<file path="src/hdl/rgbps_pkg.sv">
// Shared constants, command codes and store request type for the LED serial driver.
`timescale 1ns / 1ps

package rgbps_pkg;

    // Geometry of the colour store and the frame
    localparam int LED_COUNT     = 8;
    localparam int LATCH_SLOTS   = 48;
    localparam int WORD_W        = 24;
    localparam int BITS_PER_WORD = 24;

    localparam int LED_IDX_W = (LED_COUNT > 1) ? $clog2(LED_COUNT) : 1;
    localparam int LED_POS_W = $clog2(LED_COUNT + 1);
    localparam int BIT_POS_W = $clog2(BITS_PER_WORD);
    localparam int LATCH_W   = (LATCH_SLOTS > 1) ? $clog2(LATCH_SLOTS) : 1;

    // Field widths
    localparam int CMD_W    = 3;
    localparam int PIX_W    = 10;
    localparam int CHAN_W   = 8;
    localparam int PERIOD_W = 17;
    localparam int CNT_W    = 17;
    localparam int THR_W    = 24;

    // Bit period limits and duty ratios (percent)
    localparam int PERIOD_MIN   = 2;
    localparam int PERIOD_MAX   = 65536;
    localparam int PERIOD_RESET = 100;
    localparam int DUTY_ZERO    = 34;
    localparam int DUTY_ONE     = 66;
    localparam int DUTY_SCALE   = 100;

    typedef enum logic [CMD_W-1:0] {
        CMD_WRITE = 3'd0,
        CMD_FILL  = 3'd1,
        CMD_CLEAR = 3'd2,
        CMD_SHOW  = 3'd3,
        CMD_TICK  = 3'd4
    } cmd_t;

    // One cycle's worth of colour store traffic
    typedef struct packed {
        logic                 wr_en;
        logic [LED_IDX_W-1:0] wr_addr;
        logic [WORD_W-1:0]    wr_data;
        logic                 set_all;
        logic                 clear;
        logic                 rd_en;
        logic [LED_IDX_W-1:0] rd_addr;
    } store_req_t;

endpackage

</file>
<file path="src/hdl/rgbps_ram.sv">
// Generic single-write, single-read RAM with registered read data.
`timescale 1ns / 1ps

module rgbps_ram #(
    parameter int WIDTH = 24,
    parameter int DEPTH = 8,
    localparam int ADDR_W = (DEPTH > 1) ? $clog2(DEPTH) : 1
) (
    input  logic              clk,
    input  logic              we,
    input  logic [ADDR_W-1:0] waddr,
    input  logic [WIDTH-1:0]  wdata,
    input  logic              re,
    input  logic [ADDR_W-1:0] raddr,
    output logic [WIDTH-1:0]  rdata
);

    logic [WIDTH-1:0] mem [DEPTH];
    logic [WIDTH-1:0] rdata_reg;

    // Write port
    always_ff @(posedge clk)
    begin
        if (we)
        begin
            mem[waddr] <= wdata;
        end
    end

    // Registered read port
    always_ff @(posedge clk)
    begin
        if (re)
        begin
            rdata_reg <= mem[raddr];
        end
    end

    assign rdata = rdata_reg;

endmodule

</file>
<file path="src/hdl/rgbps_store.sv">
// Colour store: RAM plus per-entry valid bits so that reset and clear act at once.
`timescale 1ns / 1ps

module rgbps_store
    import rgbps_pkg::*;
(
    input  logic              clk,
    input  logic              rst_n,
    input  store_req_t        req,
    output logic [WORD_W-1:0] rd_data
);

    logic [LED_COUNT-1:0] valid_reg;
    logic                 rd_valid_reg;
    logic [WORD_W-1:0]    ram_q;

    rgbps_ram #(
        .WIDTH (WORD_W),
        .DEPTH (LED_COUNT)
    ) u_ram (
        .clk   (clk),
        .we    (req.wr_en),
        .waddr (req.wr_addr),
        .wdata (req.wr_data),
        .re    (req.rd_en),
        .raddr (req.rd_addr),
        .rdata (ram_q)
    );

    // Valid bits: clear drops all, fill raises all, a write raises its own
    always_ff @(posedge clk or negedge rst_n)
    begin
        if (!rst_n)
        begin
            valid_reg <= '0;
        end
        else if (req.clear)
        begin
            valid_reg <= '0;
        end
        else if (req.set_all)
        begin
            valid_reg <= '1;
        end
        else if (req.wr_en)
        begin
            valid_reg[req.wr_addr] <= 1'b1;
        end
    end

    // Valid bit is registered alongside the read data, under the same read enable
    always_ff @(posedge clk or negedge rst_n)
    begin
        if (!rst_n)
        begin
            rd_valid_reg <= 1'b0;
        end
        else if (req.rd_en)
        begin
            rd_valid_reg <= valid_reg[req.rd_addr];
        end
    end

    // An entry never written since reset or clear reads as zero
    assign rd_data = ram_q & {WORD_W{rd_valid_reg}};

endmodule

</file>
<file path="src/hdl/rgb_led_pulse_width_serializer_core.sv">
// Top level of the LED serial driver: command decode, bit timing and result register.
`timescale 1ns / 1ps

//  channel   | handshake                  | payload
//  ----------+----------------------------+----------------------------------------
//  command   | start in, busy out         | cmd, pixel_index, red, green, blue
//  result    | result_valid out (1 cycle) | line_level, busy_res, frame_done
//  config    | cfg_valid in, cfg_ready out| cfg_data (period_counts)
//
//  Every item gives its result in the cycle after acceptance. A plain tick leaves
//  the core idle, so ticks can be issued every cycle; a tick into the next LED word
//  of a frame and a show command hold busy in ST_LOAD for the colour store RAM read.
//  Write and clear leave the core idle; fill writes entry 0, the rest in ST_FILL,
//  one RAM write each. Reset is asynchronous; the store reads zero at once through
//  its valid bits, no clearing pass. The receiver cannot stall results.

module rgb_led_pulse_width_serializer_core
    import rgbps_pkg::*;
(
    input  logic                clk,
    input  logic                rst_n,
    input  logic                start,
    output logic                busy,
    input  logic [CMD_W-1:0]    cmd,
    input  logic [PIX_W-1:0]    pixel_index,
    input  logic [CHAN_W-1:0]   red,
    input  logic [CHAN_W-1:0]   green,
    input  logic [CHAN_W-1:0]   blue,
    output logic                result_valid,
    output logic                line_level,
    output logic                busy_res,
    output logic                frame_done,
    input  logic                cfg_valid,
    output logic                cfg_ready,
    input  logic [PERIOD_W-1:0] cfg_data
);

    typedef enum logic [2:0] {
        ST_IDLE = 3'b001,
        ST_LOAD = 3'b010,
        ST_FILL = 3'b100
    } state_t;

    state_t                 state_reg, state_next;
    logic                   sending_reg, sending_next;
    logic [LED_POS_W-1:0]   led_pos_reg, led_pos_next;
    logic [BIT_POS_W-1:0]   bit_pos_reg, bit_pos_next;
    logic [LATCH_W-1:0]     latch_reg, latch_next;
    logic [CNT_W-1:0]       count_reg, count_next;
    logic [WORD_W-1:0]      shifter_reg, shifter_next;
    logic [LED_IDX_W-1:0]   fill_pos_reg, fill_pos_next;
    logic [WORD_W-1:0]      fill_word_reg, fill_word_next;
    logic [PERIOD_W-1:0]    period_reg;
    logic [THR_W-1:0]       thr_zero_reg, thr_one_reg;
    logic                   res_valid_reg, res_valid_next;
    logic                   line_reg, line_next;
    logic                   busy_res_reg, busy_res_next;
    logic                   done_reg, done_next;

    logic                   accept;
    logic                   cfg_write;
    logic [PERIOD_W-1:0]    period_eff;
    logic [WORD_W-1:0]      in_word;
    logic [CNT_W:0]         cnt_inc;
    logic [THR_W-1:0]       cnt_scaled;
    logic                   period_end;
    logic [LED_POS_W-1:0]   led_inc;
    logic [WORD_W-1:0]      store_q;
    store_req_t             store_req;

    assign busy      = (state_reg != ST_IDLE);
    assign cfg_ready = (state_reg == ST_IDLE);
    assign accept    = start && !busy;
    assign cfg_write = cfg_valid && cfg_ready;
    assign in_word   = {green, red, blue};

    // Clamp the written period into its legal range
    always_comb
    begin
        if (cfg_data < PERIOD_W'(PERIOD_MIN))
        begin
            period_eff = PERIOD_W'(PERIOD_MIN);
        end
        else if (cfg_data > PERIOD_W'(PERIOD_MAX))
        begin
            period_eff = PERIOD_W'(PERIOD_MAX);
        end
        else
        begin
            period_eff = cfg_data;
        end
    end

    // Period and scaled duty thresholds, kept as P*duty to avoid a divide
    always_ff @(posedge clk or negedge rst_n)
    begin
        if (!rst_n)
        begin
            period_reg   <= PERIOD_W'(PERIOD_RESET);
            thr_zero_reg <= THR_W'(PERIOD_RESET * DUTY_ZERO);
            thr_one_reg  <= THR_W'(PERIOD_RESET * DUTY_ONE);
        end
        else if (cfg_write)
        begin
            period_reg   <= period_eff;
            thr_zero_reg <= THR_W'(period_eff) * THR_W'(DUTY_ZERO);
            thr_one_reg  <= THR_W'(period_eff) * THR_W'(DUTY_ONE);
        end
    end

    // Count arithmetic: high while count < floor(P*d/100), i.e. 100*(count+1) <= P*d
    assign cnt_inc    = {1'b0, count_reg} + 1'b1;
    assign cnt_scaled = THR_W'(cnt_inc) * THR_W'(DUTY_SCALE);
    assign period_end = (cnt_inc >= {1'b0, period_reg});
    assign led_inc    = led_pos_reg + 1'b1;

    rgbps_store u_store (
        .clk     (clk),
        .rst_n   (rst_n),
        .req     (store_req),
        .rd_data (store_q)
    );

    // Command decode, bit timing and store sequencing
    always_comb
    begin
        state_next     = state_reg;
        sending_next   = sending_reg;
        led_pos_next   = led_pos_reg;
        bit_pos_next   = bit_pos_reg;
        latch_next     = latch_reg;
        count_next     = count_reg;
        shifter_next   = shifter_reg;
        fill_pos_next  = fill_pos_reg;
        fill_word_next = fill_word_reg;
        res_valid_next = 1'b0;
        line_next      = line_reg;
        busy_res_next  = busy_res_reg;
        done_next      = done_reg;
        store_req      = '0;

        unique case (state_reg)
            ST_IDLE:
            begin
                if (accept)
                begin
                    res_valid_next = 1'b1;
                    line_next      = 1'b0;
                    done_next      = 1'b0;
                    if (cmd == CMD_TICK)
                    begin
                        busy_res_next = sending_reg;
                        if (sending_reg)
                        begin
                            if (led_pos_reg < LED_POS_W'(LED_COUNT))
                            begin
                                // data bit
                                line_next = (cnt_scaled <= (shifter_reg[WORD_W-1] ?
                                             thr_one_reg : thr_zero_reg));
                                if (period_end)
                                begin
                                    count_next   = '0;
                                    shifter_next = {shifter_reg[WORD_W-2:0], 1'b0};
                                    if (bit_pos_reg == BIT_POS_W'(BITS_PER_WORD - 1))
                                    begin
                                        bit_pos_next = '0;
                                        led_pos_next = led_inc;
                                        if (led_inc < LED_POS_W'(LED_COUNT))
                                        begin
                                            store_req.rd_en   = 1'b1;
                                            store_req.rd_addr = led_inc[LED_IDX_W-1:0];
                                            state_next        = ST_LOAD;
                                        end
                                    end
                                    else
                                    begin
                                        bit_pos_next = bit_pos_reg + 1'b1;
                                    end
                                end
                                else
                                begin
                                    count_next = cnt_inc[CNT_W-1:0];
                                end
                            end
                            else
                            begin
                                // reset slots, line low
                                if (period_end)
                                begin
                                    count_next = '0;
                                    if (latch_reg == LATCH_W'(LATCH_SLOTS - 1))
                                    begin
                                        sending_next = 1'b0;
                                        done_next    = 1'b1;
                                        latch_next   = '0;
                                        led_pos_next = '0;
                                        bit_pos_next = '0;
                                        shifter_next = '0;
                                    end
                                    else
                                    begin
                                        latch_next = latch_reg + 1'b1;
                                    end
                                end
                                else
                                begin
                                    count_next = cnt_inc[CNT_W-1:0];
                                end
                            end
                        end
                    end
                    else
                    begin
                        if (!sending_reg)
                        begin
                            unique case (cmd)
                                CMD_WRITE:
                                begin
                                    if ({1'b0, pixel_index} < (PIX_W + 1)'(LED_COUNT))
                                    begin
                                        store_req.wr_en   = 1'b1;
                                        store_req.wr_addr = pixel_index[LED_IDX_W-1:0];
                                        store_req.wr_data = in_word;
                                    end
                                end
                                CMD_FILL:
                                begin
                                    store_req.wr_en   = 1'b1;
                                    store_req.wr_addr = '0;
                                    store_req.wr_data = in_word;
                                    store_req.set_all = 1'b1;
                                    fill_word_next    = in_word;
                                    if (LED_COUNT > 1)
                                    begin
                                        fill_pos_next = LED_IDX_W'(1);
                                        state_next    = ST_FILL;
                                    end
                                end
                                CMD_CLEAR:
                                begin
                                    store_req.clear = 1'b1;
                                end
                                CMD_SHOW:
                                begin
                                    sending_next      = 1'b1;
                                    led_pos_next      = '0;
                                    bit_pos_next      = '0;
                                    latch_next        = '0;
                                    count_next        = '0;
                                    store_req.rd_en   = 1'b1;
                                    store_req.rd_addr = '0;
                                    state_next        = ST_LOAD;
                                end
                                default:
                                begin
                                end
                            endcase
                        end
                        busy_res_next = sending_next;
                    end
                end
            end
            ST_LOAD:
            begin
                // store word arrives in the cycle after the read
                shifter_next = store_q;
                state_next   = ST_IDLE;
            end
            ST_FILL:
            begin
                store_req.wr_en   = 1'b1;
                store_req.wr_addr = fill_pos_reg;
                store_req.wr_data = fill_word_reg;
                if (fill_pos_reg == LED_IDX_W'(LED_COUNT - 1))
                begin
                    state_next = ST_IDLE;
                end
                else
                begin
                    fill_pos_next = fill_pos_reg + 1'b1;
                end
            end
            default:
            begin
                state_next = ST_IDLE;
            end
        endcase
    end

    // Control state
    always_ff @(posedge clk or negedge rst_n)
    begin
        if (!rst_n)
        begin
            state_reg     <= ST_IDLE;
            sending_reg   <= 1'b0;
            led_pos_reg   <= '0;
            bit_pos_reg   <= '0;
            latch_reg     <= '0;
            count_reg     <= '0;
            shifter_reg   <= '0;
            fill_pos_reg  <= '0;
            res_valid_reg <= 1'b0;
        end
        else
        begin
            state_reg     <= state_next;
            sending_reg   <= sending_next;
            led_pos_reg   <= led_pos_next;
            bit_pos_reg   <= bit_pos_next;
            latch_reg     <= latch_next;
            count_reg     <= count_next;
            shifter_reg   <= shifter_next;
            fill_pos_reg  <= fill_pos_next;
            res_valid_reg <= res_valid_next;
        end
    end

    // Payload registers
    always_ff @(posedge clk)
    begin
        fill_word_reg <= fill_word_next;
        line_reg      <= line_next;
        busy_res_reg  <= busy_res_next;
        done_reg      <= done_next;
    end

    assign result_valid = res_valid_reg;
    assign line_level   = line_reg;
    assign busy_res     = busy_res_reg;
    assign frame_done   = done_reg;

    // Every accepted item answers in the next cycle, and only then
    a_result_follows: assert property (@(posedge clk) disable iff (!rst_n)
        accept |=> result_valid)
        else $error("result missing after accepted item");

    a_no_spurious_result: assert property (@(posedge clk) disable iff (!rst_n)
        !accept |=> !result_valid)
        else $error("result without accepted item");

    // A show command from idle must fetch the first word
    a_show_loads: assert property (@(posedge clk) disable iff (!rst_n)
        (accept && (cmd == CMD_SHOW) && !sending_reg) |=> (state_reg == ST_LOAD))
        else $error("show did not fetch first word");

    // The frame only ends on a frame_done result, which still reports busy
    a_frame_end: assert property (@(posedge clk) disable iff (!rst_n)
        $fell(sending_reg) |-> (result_valid && frame_done && busy_res))
        else $error("frame ended without frame_done");

endmodule
</file>
<file path="config.mk">
export PLATFORM = sky130hd
export DESIGN_NAME = rgb_led_pulse_width_serializer_core
export DESIGN_NICKNAME = d
export VERILOG_FILES = /design/src/hdl/rgbps_pkg.sv /design/src/hdl/rgbps_ram.sv /design/src/hdl/rgbps_store.sv /design/src/hdl/rgb_led_pulse_width_serializer_core.sv
export SDC_FILE = /design/constraint.sdc
export NUM_CORES = 1
export LEC_CHECK = 0
export ABC_AREA = 1
export BUFFER_PORTS_ARGS = -buffer_cell sky130_fd_sc_hd__buf_2
export CAP_MARGIN = 20
export CORE_MARGIN = 2
export CORE_UTILIZATION = 36
export DETAILED_ROUTE_END_ITERATION = 6
export SLEW_MARGIN = 20
export SYNTH_ARGS = -nofsm -noshare
export SYNTH_HDL_FRONTEND = slang
export SYNTH_SLANG_ARGS = --single-unit
</file>
<file path="constraint.sdc">
create_clock -name clk -period 12.5 [get_ports clk]
set_clock_uncertainty 0.15 [all_clocks]
set_input_delay 1.875 -clock clk [delete_from_list [all_inputs] [get_ports clk]]
set_output_delay 1.875 -clock clk [all_outputs]
set_load 0.05 [all_outputs]
</file>
==> impl_metrics.env, run 1 <==
export IMPL_ios=64
export IMPL_synthToLayoutAreaGrowth_pct=12.2
export IMPL_die_h_um=241
export IMPL_rr_endpoint="line_level$_SDFFCE_PN0P_"
export IMPL_clk_latency_ns=0.58
export IMPL_synth_top_area_share_pct=36.1
export IMPL_p_sw_share_pct=36.4
export IMPL_r2r_setup_slack_ns=5.91
export IMPL_hold_path_end="thr_zero_reg[6]$_DFFE_PN1P_"
export IMPL_cp_end_kind="flop"
export IMPL_core_area_um2=55300
export IMPL_leakage_nw=9.89
export IMPL_comb_power_share_pct=33.7
export IMPL_synth_flop_cell="edfxtp_1"
export IMPL_vdd_drop_max_mv=0.123
export IMPL_relSlewSlack_pct=29.0
export IMPL_start_util_pct=36.5
export IMPL_cts_resized_gates=0
export IMPL_dieWidth_um=241
export IMPL_port_buffers=63
export IMPL_tns_ns=0
export IMPL_synth_warnings=0
export IMPL_finalHoldViolCount=0
export IMPL_worstRegToRegCells=27
export IMPL_hp_class="flop to flop"
export IMPL_rr_startpoint="count_reg[0]$_DFFE_PN0P_"
export IMPL_min_period_ns=6.59
export IMPL_slew_violations=0
export IMPL_antenna_left=0
export IMPL_ctsHoldBuffers=0
export IMPL_dr_total_vias=14883
export IMPL_regMostFlops="u_store.u_ram.mem"
export IMPL_grt_pass1_wl_um=78300
export IMPL_finalSetupViolations=0
export IMPL_drt_iter0_drc=1034
export IMPL_powerDensity_nw_per_um2=182
export IMPL_seq_area_frac_synth_pct=51.8
export IMPL_synth_async_reset_ratio_pct=34.1
export IMPL_hp_start="thr_zero_reg[6]$_DFFE_PN1P_"
export IMPL_n_antenna_cell=0
export IMPL_avgSynthCellArea_um2=9.43
export IMPL_cts_path_max_buffers=3
export IMPL_ys_seq_elements=369
export IMPL_grt_max_degree=66
export IMPL_synth_cell_types=52
export IMPL_die_area_um2=58000
export IMPL_startpoint_type="flop"
export IMPL_cp_startpoint="count_reg[0]$_DFFE_PN0P_"
export IMPL_first_global_vias=14736
export IMPL_seqPwrFrac_pct=37.0
export IMPL_drive_gt1_share_pct=9.05
export IMPL_clk_pin_slew_ns=0.06
export IMPL_worstMarginPinSlew_ns=1.06
export IMPL_cts_tree="done"
export IMPL_largest_reg_flops=192
export IMPL_path_max_fanout=8
export IMPL_timing_final_crit_share_pct=52.7
export IMPL_wl_per_cell_um=16.6
export IMPL_antenna_found_initial=0
export IMPL_cts_max_level=2
export IMPL_syn_cell_area_um2=20200
export IMPL_grt_overflow_total=0
export IMPL_fmax_mhz=152
export IMPL_hold_depth=2
export IMPL_cts_sinks=369
export IMPL_status="complete, no violations"
export IMPL_yosys_area_top_type="edfxtp_1"
export IMPL_synth_fp_nets=2368
export IMPL_dp_hpwl_um=31800
export IMPL_post_cts_setup_buffers=0
export IMPL_net_switching_power_mw=1.50
export IMPL_fillers=5424
export IMPL_avgViaCountPerCell=5.01
export IMPL_cp_arrival_ns=6.82
export IMPL_rsz0062_at_grt="false"
export IMPL_synth_edff_count=243
export IMPL_cts_made_buffers=41
export IMPL_pwr_share_clk_pct=29.3
export IMPL_gp_congestion=0.859
export IMPL_cap_violations=0
export IMPL_rows=86
export IMPL_dpl_instance_area_um2=21300
export IMPL_p_int_mw=2.63
export IMPL_synthTopCellsByArea="edfxtp_1, dfrtp_1, nand2_1, ha_1, inv_1"
export IMPL_post_synth_top_count_cell="nand2_1"
export IMPL_totalWireLength_um=49300
export IMPL_dr_pass1_iters=5
export IMPL_synth_top_cells_by_count="nand2_1, inv_1, edfxtp_1"
export IMPL_grt_usage_pct=17.3
export IMPL_drc=0
export IMPL_path_class="flop to flop"
export IMPL_finalInstanceArea_um2=22600
export IMPL_fin_nets=2416
export IMPL_cts_root_buf="clkbuf_16"
export IMPL_worstPathRequired_ns=12.74
export IMPL_syn_inst=2140
==> how the worst max path moves through the flow <==
stage | endpoint | slack [ns]
3_5_place_dp | line_level$_SDFFCE_PN0P_ | 6.06
3_3_place_gp | line_level$_SDFFCE_PN0P_ | 6.21
4_1_cts | line_level$_SDFFCE_PN0P_ | 5.99
2_1_floorplan | thr_one_reg[21]$_DFFE_PN0P_ | 6.90
5_1_grt | line_level$_SDFFCE_PN0P_ | 5.48
6_report | line_level$_SDFFCE_PN0P_ | 5.91
==> power by group through the flow <==
stage	clock, mW	combinational, mW	sequential (mW)
6_report	1.21	1.39	1.53
5_1_grt	1.29	1.59	1.54
4_1_cts	1.24	1.39	1.53
3_5_place_dp	0	1.38	1.55
3_3_place_gp	0	1.35	1.54
2_1_floorplan	0	1.04	1.52
==> worst max-delay path, cell delays in order (launching register included) <==
cell,delay [ns]
dfrtp_1,0.50
nand3_1,0.17
nor2_2,0.25
nand2_1,0.14
xor2_1,0.46
ha_1,0.33
ha_1,0.28
inv_1,0.05
fa_1,0.53
inv_1,0.05
ha_1,0.34
nand2_1,0.09
inv_1,0.06
nand3_1,0.05
o21ai_0,0.28
nand2_1,0.09
nand2_1,0.08
a21oi_1,0.09
o21ai_0,0.31
a21boi_0,0.21
o21ai_0,0.25
xor2_1,0.26
ha_1,0.28
nand2_1,0.07
inv_1,0.05
a221oi_1,0.49
o21ai_0,0.23
a211oi_1,0.27
==> final cells by class <==
type / instances / area [µm²] / area share [%]
clock buffers: 56 / 1120 / 4.96
clock inverters: 20 / 228 / 1.01
inverters: 252 / 948 / 4.19
multi-input cells: 1436 / 8430 / 37.2
flip-flops and latches: 369 / 10500 / 46.2
well taps: 748 / 936 / 4.13
repair buffers: 88 / 509 / 2.25
==> through the flow <==
stage	cells	utilization [%]	power (mW)	setup slack, ns	hold slack [ns]
5_1_grt	2969	40.9	4.42	5.48	0.341
4_1_cts	2969	40.9	4.16	5.99	0.322
3_5_place_dp	2893	38.5	2.93	6.06	0.307
6_report	2969	40.9	4.13	5.91	0.319
3_3_place_gp	2893	38.5	2.89	6.21	0.305
2_1_floorplan	2140	-	2.57	6.90	0.285
==> per-layer routing <==
layer / share of wire [%] / up-vias / GRT usage (%)
met3: 4.3 / 88 / 2.70
met2: 51 / 345 / 31.6
met4: 2.9 / 0 / 5.93
met5: 0 / - / 0
li1: - / 7356 / -
met1: 42 / 7094 / 20.5
==> kinds of logic (layout without fill, tap and decap cells) <==
logic type	after synthesis	in the layout	synth area share [%]
compound gates	319	319	8.68
xor+xnor	52	52	2.26
fa+ha+maj	170	170	11.1
buf+inv	335	416	6.63
flops	369	369	51.8
mux	17	17	0.849
simple gates	878	878	18.7
==> placed cells by master (no fill, tap or decap), types with 6 or more instances in the layout <==
master	netlist	routed
fa_1	14	14
ha_1	156	156
nor3_1	17	15
edfxtp_1	243	243
a31oi_1	9	9
nor2_1	96	90
inv_1	244	244
o31ai_1	7	7
xor2_1	30	30
xnor2_1	22	22
nand2_1	530	530
mux2i_1	16	16
nand2_2	6	6
nand3_1	166	164
a21oi_1	89	88
clkinv_1	2	8
o211ai_1	27	27
buf_4	9	25
clkinv_2	0	6
buf_2	23	62
clkbuf_1	44	11
o21ai_1	10	11
nand4_1	41	41
o21ai_0	155	154
nor2_2	5	9
dfstp_2	13	13
dfrtp_1	113	113
clkbuf_16	0	41
Power figures use the tool's default switching activity.
==> inputs of run 2 (changes only) <==
==> constraint.sdc (replaced) <==
create_clock -name clk -period 6.9 [get_ports clk]
set_clock_uncertainty 0.15 [all_clocks]
set_input_delay 1.035 -clock clk [delete_from_list [all_inputs] [get_ports clk]]
set_output_delay 1.035 -clock clk [all_outputs]
set_load 0.05 [all_outputs]
==> run 2 against run 1 <==
Compared with the run above: combinational power rose by 81%; flip-flop and latch count unchanged; final cell count grew 0.20%; non-clock buffer count grew 4; count of clock-buffer cells in the layout rose by 3; register-to-register slack worse by 5.0 ns; critical path type unchanged; critical endpoint unchanged; largest cell class unchanged; highest routed layer is now met5.
==> impl_metrics.env, run 2 (synthesized netlist as in run 1, its figures left out) <==
export IMPL_rsz0062_at_grt="false"
export IMPL_utilization_pct=41.1
export IMPL_worst_path_largest_cell_delay_ns=0.53
export IMPL_ctsHoldBuffers=0
export IMPL_antenna_left=0
export IMPL_timing_final_crit_share_pct=87.3
export IMPL_clk_latency_ns=0.58
export IMPL_rr_endpoint="line_level$_SDFFCE_PN0P_"
export IMPL_status="complete, no violations"
export IMPL_tns_ns=0
export IMPL_drc=0
export IMPL_grt_max_degree=74
export IMPL_finalHoldViolCount=0
export IMPL_rr_startpoint="count_reg[0]$_DFFE_PN0P_"
export IMPL_dp_cells=2897
export IMPL_first_global_vias=14882
export IMPL_fmax_mhz=166
export IMPL_path_max_fanout=8
export IMPL_layout_common_cells="nand2_1, inv_1, edfxtp_1, nand3_1, ha_1"
export IMPL_dr_total_vias=14827
export IMPL_ios=64
export IMPL_relSlewSlack_pct=28.0
export IMPL_drt_iter0_drc=918
export IMPL_fin_nets=2422
export IMPL_rows=86
export IMPL_layout_commonest_cell="nand2_1"
export IMPL_fin_ws_ns=0.878
export IMPL_cp_end_kind="flop"
export IMPL_fillers=5379
export IMPL_crit_path_end="line_level$_SDFFCE_PN0P_"
export IMPL_cp_slowest_cell="fa_1"
export IMPL_seq_area_um2=10500
export IMPL_leakage_nw=9.95
export IMPL_avgViaCountPerCell=4.98
export IMPL_hp_class="input port to async pin"
export IMPL_wl_per_cell_um=16.5
export IMPL_instances_no_fill=2975
export IMPL_clk_pin_slew_ns=0.06
export IMPL_cts_tree="done"
export IMPL_drive_gt1_share_pct=9.38
export IMPL_startpoint_type="flop"
export IMPL_gp_congestion=0.842
export IMPL_start_util_pct=36.5
export IMPL_post_cts_setup_buffers=0
export IMPL_die_area_um2=58000
export IMPL_regMostFlops="u_store.u_ram.mem"
export IMPL_cap_violations=0
export IMPL_cts_made_buffers=43
export IMPL_min_period_ns=6.02
export IMPL_dieWidth_um=241
export IMPL_cts_root_buf="clkbuf_16"
export IMPL_whs_ns=0.277
export IMPL_vdd_drop_max_mv=0.207
export IMPL_cp_startpoint="count_reg[0]$_DFFE_PN0P_"
export IMPL_totalWireLength_um=49200
export IMPL_path_class="flop to flop"
export IMPL_cts_max_level=2
export IMPL_grt_pass1_wl_um=78900
export IMPL_synthToLayoutAreaGrowth_pct=12.6
export IMPL_cp_arrival_ns=6.28
export IMPL_dp_hpwl_um=32200
export IMPL_finalSetupViolations=0
export IMPL_grt_overflow_total=0
export IMPL_largest_reg_flops=192
export IMPL_dpl_instance_area_um2=21300
export IMPL_die_h_um=241
export IMPL_pre_cts_ws_ns=0.852
export IMPL_multi_input_area_um2=8430
export IMPL_worstMarginPinSlew_ns=1.07
export IMPL_powerDensity_nw_per_um2=332
export IMPL_grt_usage_pct=17.4
export IMPL_slew_violations=0
export IMPL_n_antenna_cell=0
export IMPL_cts_resized_gates=0
export IMPL_port_buffers=63
export IMPL_cts_path_max_buffers=3
export IMPL_antenna_found_initial=1
export IMPL_dr_pass1_iters=5
export IMPL_cts_sinks=369
export IMPL_total_power_mw=7.55
export IMPL_worstPathRequired_ns=7.16
export IMPL_r2r_setup_slack_ns=0.88
export IMPL_worstRegToRegCells=29
export IMPL_finalInstanceArea_um2=22700
export IMPL_core_area_um2=55300
## run 2: worst min path at each step
stage               slack, ns                    startpoint                            to
detailed placement       0.31   thr_one_reg[23]$_DFFE_PN0P_   thr_one_reg[23]$_DFFE_PN0P_
global route             0.31                         rst_n   thr_zero_reg[7]$_DFFE_PN0P_
global placement         0.31  thr_zero_reg[22]$_DFFE_PN0P_  thr_zero_reg[22]$_DFFE_PN0P_
floorplan                0.29  thr_zero_reg[22]$_DFFE_PN0P_  thr_zero_reg[22]$_DFFE_PN0P_
finish                   0.28                         rst_n  thr_zero_reg[16]$_DFFE_PN0P_
CTS                      0.28                         rst_n   thr_zero_reg[7]$_DFFE_PN0P_
## run 2: power by group
group,switching (mW),internal [mW],total (mW)
logic,1.61,0.896,2.51
registers,0.169,2.60,2.77
clock network,0.932,1.33,2.27
total,2.72,4.83,7.55
## run 2: routing by layer
| metal | GRT usage [%] | wire, µm |
|---|---|---|
| met5 | 0 | 13 |
| met4 | 6.36 | 1560 |
| met3 | 3.26 | 2570 |
| met2 | 31.0 | 24500 |
| met1 | 20.8 | 20600 |
## run 2: area by class of cell
class | instances | area share [%]
sequential | 369 | 46.0
multi-input combinational | 1436 | 37.1
clock buffer | 59 | 5.26
inverter | 252 | 4.17
tap | 748 | 4.12
timing repair buffer | 92 | 2.37
clock inverter | 19 | 0.947
## run 2: worst max-delay path: cells and delay by family, from the launching register on
family	cells	cell delay, ns
AO/OA/AOI/OAI	12	2.26
XOR/XNOR	1	0.18
adder cells (fa/ha/maj)	6	1.95
buffers and inverters	3	0.15
flip-flops	1	0.50
AND/OR/NAND/NOR	7	0.67
==> inputs of run 3 (changes only) <==
--- a/config.mk
+++ b/config.mk
@@ -11,6 +11,7 @@
 export CORE_MARGIN = 2
 export CORE_UTILIZATION = 36
 export DETAILED_ROUTE_END_ITERATION = 6
+export PLACE_DENSITY = 0.56
 export SLEW_MARGIN = 20
 export SYNTH_ARGS = -nofsm -noshare
 export SYNTH_HDL_FRONTEND = slang
==> run 3 against run 2 <==
Compared with the run above: via count hardly changed; clock power hardly changed; flip-flop and latch count stayed put; worst setup slack better by 0.00088 ns; fmax hardly changed; hold slack better by 0.0051 ns; critical path depth stayed put; register-to-register slack hardly changed; largest power group unchanged.
==> impl_metrics.env, run 3 (synthesized netlist as in run 1, its figures left out) <==
export IMPL_startpoint_type="flop"
export IMPL_instances_no_fill=2974
export IMPL_cp_slowest_cell="fa_1"
export IMPL_dp_cells=2897
export IMPL_tns_ns=0
export IMPL_vdd_drop_max_mv=0.337
export IMPL_worstMarginPinSlew_ns=1.03
export IMPL_layout_commonest_cell="nand2_1"
export IMPL_largest_reg_flops=192
export IMPL_rows=86
export IMPL_cap_violations=0
export IMPL_fmax_mhz=166
export IMPL_net_switching_power_mw=2.72
export IMPL_fin_nets=2421
export IMPL_grt_max_degree=65
export IMPL_slew_violations=0
export IMPL_critPathTopFamily="compound AO/OA/AOI/OAI gates"
export IMPL_synthToLayoutAreaGrowth_pct=12.7
export IMPL_cts_made_buffers=42
export IMPL_path_class="flop to flop"
export IMPL_pwr_share_clk_pct=30.1
export IMPL_cts_root_buf="clkbuf_16"
export IMPL_dp_hpwl_um=32300
export IMPL_worstPathRequired_ns=7.16
export IMPL_path_max_fanout=8
export IMPL_antenna_found_initial=0
export IMPL_avgViaCountPerCell=4.99
export IMPL_clk_latency_ns=0.58
export IMPL_core_area_um2=55300
export IMPL_cp_end_kind="flop"
export IMPL_start_util_pct=36.5
export IMPL_die_h_um=241
export IMPL_total_power_mw=7.54
export IMPL_comb_power_share_pct=33.2
export IMPL_drive_gt1_share_pct=9.43
export IMPL_powerDensity_nw_per_um2=332
export IMPL_leakage_nw=9.95
export IMPL_dieWidth_um=241
export IMPL_min_period_ns=6.02
export IMPL_finalSetupViolations=0
export IMPL_status="complete, no violations"
export IMPL_p_int_mw=4.83
export IMPL_timing_final_crit_share_pct=87.3
export IMPL_p_sw_share_pct=36.0
export IMPL_drc=0
export IMPL_ios=64
export IMPL_fin_ws_ns=0.879
export IMPL_pre_cts_ws_ns=0.867
export IMPL_first_global_vias=14821
export IMPL_n_antenna_cell=0
export IMPL_port_buffers=63
export IMPL_cts_path_max_buffers=3
export IMPL_grt_overflow_total=0
export IMPL_drt_iter0_drc=962
export IMPL_rr_endpoint="line_level$_SDFFCE_PN0P_"
export IMPL_grt_pass1_wl_um=78500
export IMPL_rsz0062_at_grt="false"
export IMPL_totalWireLength_um=49200
export IMPL_dr_pass1_iters=7
export IMPL_cts_tree="done"
export IMPL_worstRegToRegCells=29
export IMPL_regMostFlops="u_store.u_ram.mem"
export IMPL_utilization_pct=41.1
export IMPL_crit_buf_inv=3
export IMPL_antenna_left=0
export IMPL_rr_startpoint="count_reg[0]$_DFFE_PN0P_"
export IMPL_cts_sinks=369
export IMPL_seqPwrFrac_pct=36.7
export IMPL_post_cts_setup_buffers=0
export IMPL_grt_usage_pct=17.4
export IMPL_cp_arrival_ns=6.28
export IMPL_gp_congestion=0.855
export IMPL_clk_pin_slew_ns=0.06
export IMPL_wl_per_cell_um=16.6
export IMPL_cts_resized_gates=0
export IMPL_ctsHoldBuffers=0
export IMPL_hp_class="input port to async pin"
export IMPL_die_area_um2=58000
export IMPL_cts_max_level=2
export IMPL_finalHoldViolCount=0
export IMPL_relSlewSlack_pct=31.1
export IMPL_r2r_setup_slack_ns=0.88
export IMPL_dr_total_vias=14835
export IMPL_layout_common_cells="nand2_1, inv_1, edfxtp_1, nand3_1, ha_1"
export IMPL_worst_path_largest_cell_delay_ns=0.53
run 3: routing by layer:
| layer | part of all wire, % | vias to the layer above | global-route usage (%) |
|---|---|---|---|
| met2 | 49 | 312 | 30.9 |
| met4 | 3.2 | 0 | 6.45 |
| met5 | 0 | - | 0 |
| met3 | 4.3 | 97 | 2.77 |
| met1 | 43 | 7072 | 21.2 |
| li1 | - | 7354 | - |
run 3: area by class of cell:
cell class                      count  area, µm²
Sequential cell                   369      10500
Multi-Input combinational cell   1436       8430
Fill cell                        5511      32600
Timing Repair Buffer               92        539
Clock inverter                     26        290
Inverter                          252        948
Clock buffer                       51       1130
Tap cell                          748        936
run 3: worst max path at each step:
stage	start	endpoint	slack, ns	cells after the start
6_report	count_reg[0]$_DFFE_PN0P_	line_level$_SDFFCE_PN0P_	0.88	29
4_1_cts	count_reg[0]$_DFFE_PN0P_	line_level$_SDFFCE_PN0P_	0.89	31
2_1_floorplan	count_reg[1]$_DFFE_PN0P_	line_level$_SDFFCE_PN0P_	1.59	31
5_1_grt	count_reg[0]$_DFFE_PN0P_	line_level$_SDFFCE_PN0P_	0.28	29
3_3_place_gp	count_reg[0]$_DFFE_PN0P_	line_level$_SDFFCE_PN0P_	0.99	31
3_5_place_dp	count_reg[0]$_DFFE_PN0P_	line_level$_SDFFCE_PN0P_	0.87	31
run 3: power by group through the flow:
stage | logic (mW) | registers, mW | clock network [mW]
detailed placement | 2.50 | 2.81 | 0
global placement | 2.45 | 2.81 | 0
finish | 2.50 | 2.77 | 2.27
CTS | 2.52 | 2.77 | 2.33
global route | 2.88 | 2.80 | 2.42
floorplan | 1.89 | 2.76 | 0
run 3: per-stage QoR:
stage                     hold slack, ns  area, µm²
after floorplan                    0.285      20200
after global placement             0.302      21300
after detailed placement           0.308      21300
after CTS                          0.308      22700
after global routing               0.326      22700
final                              0.282      22700
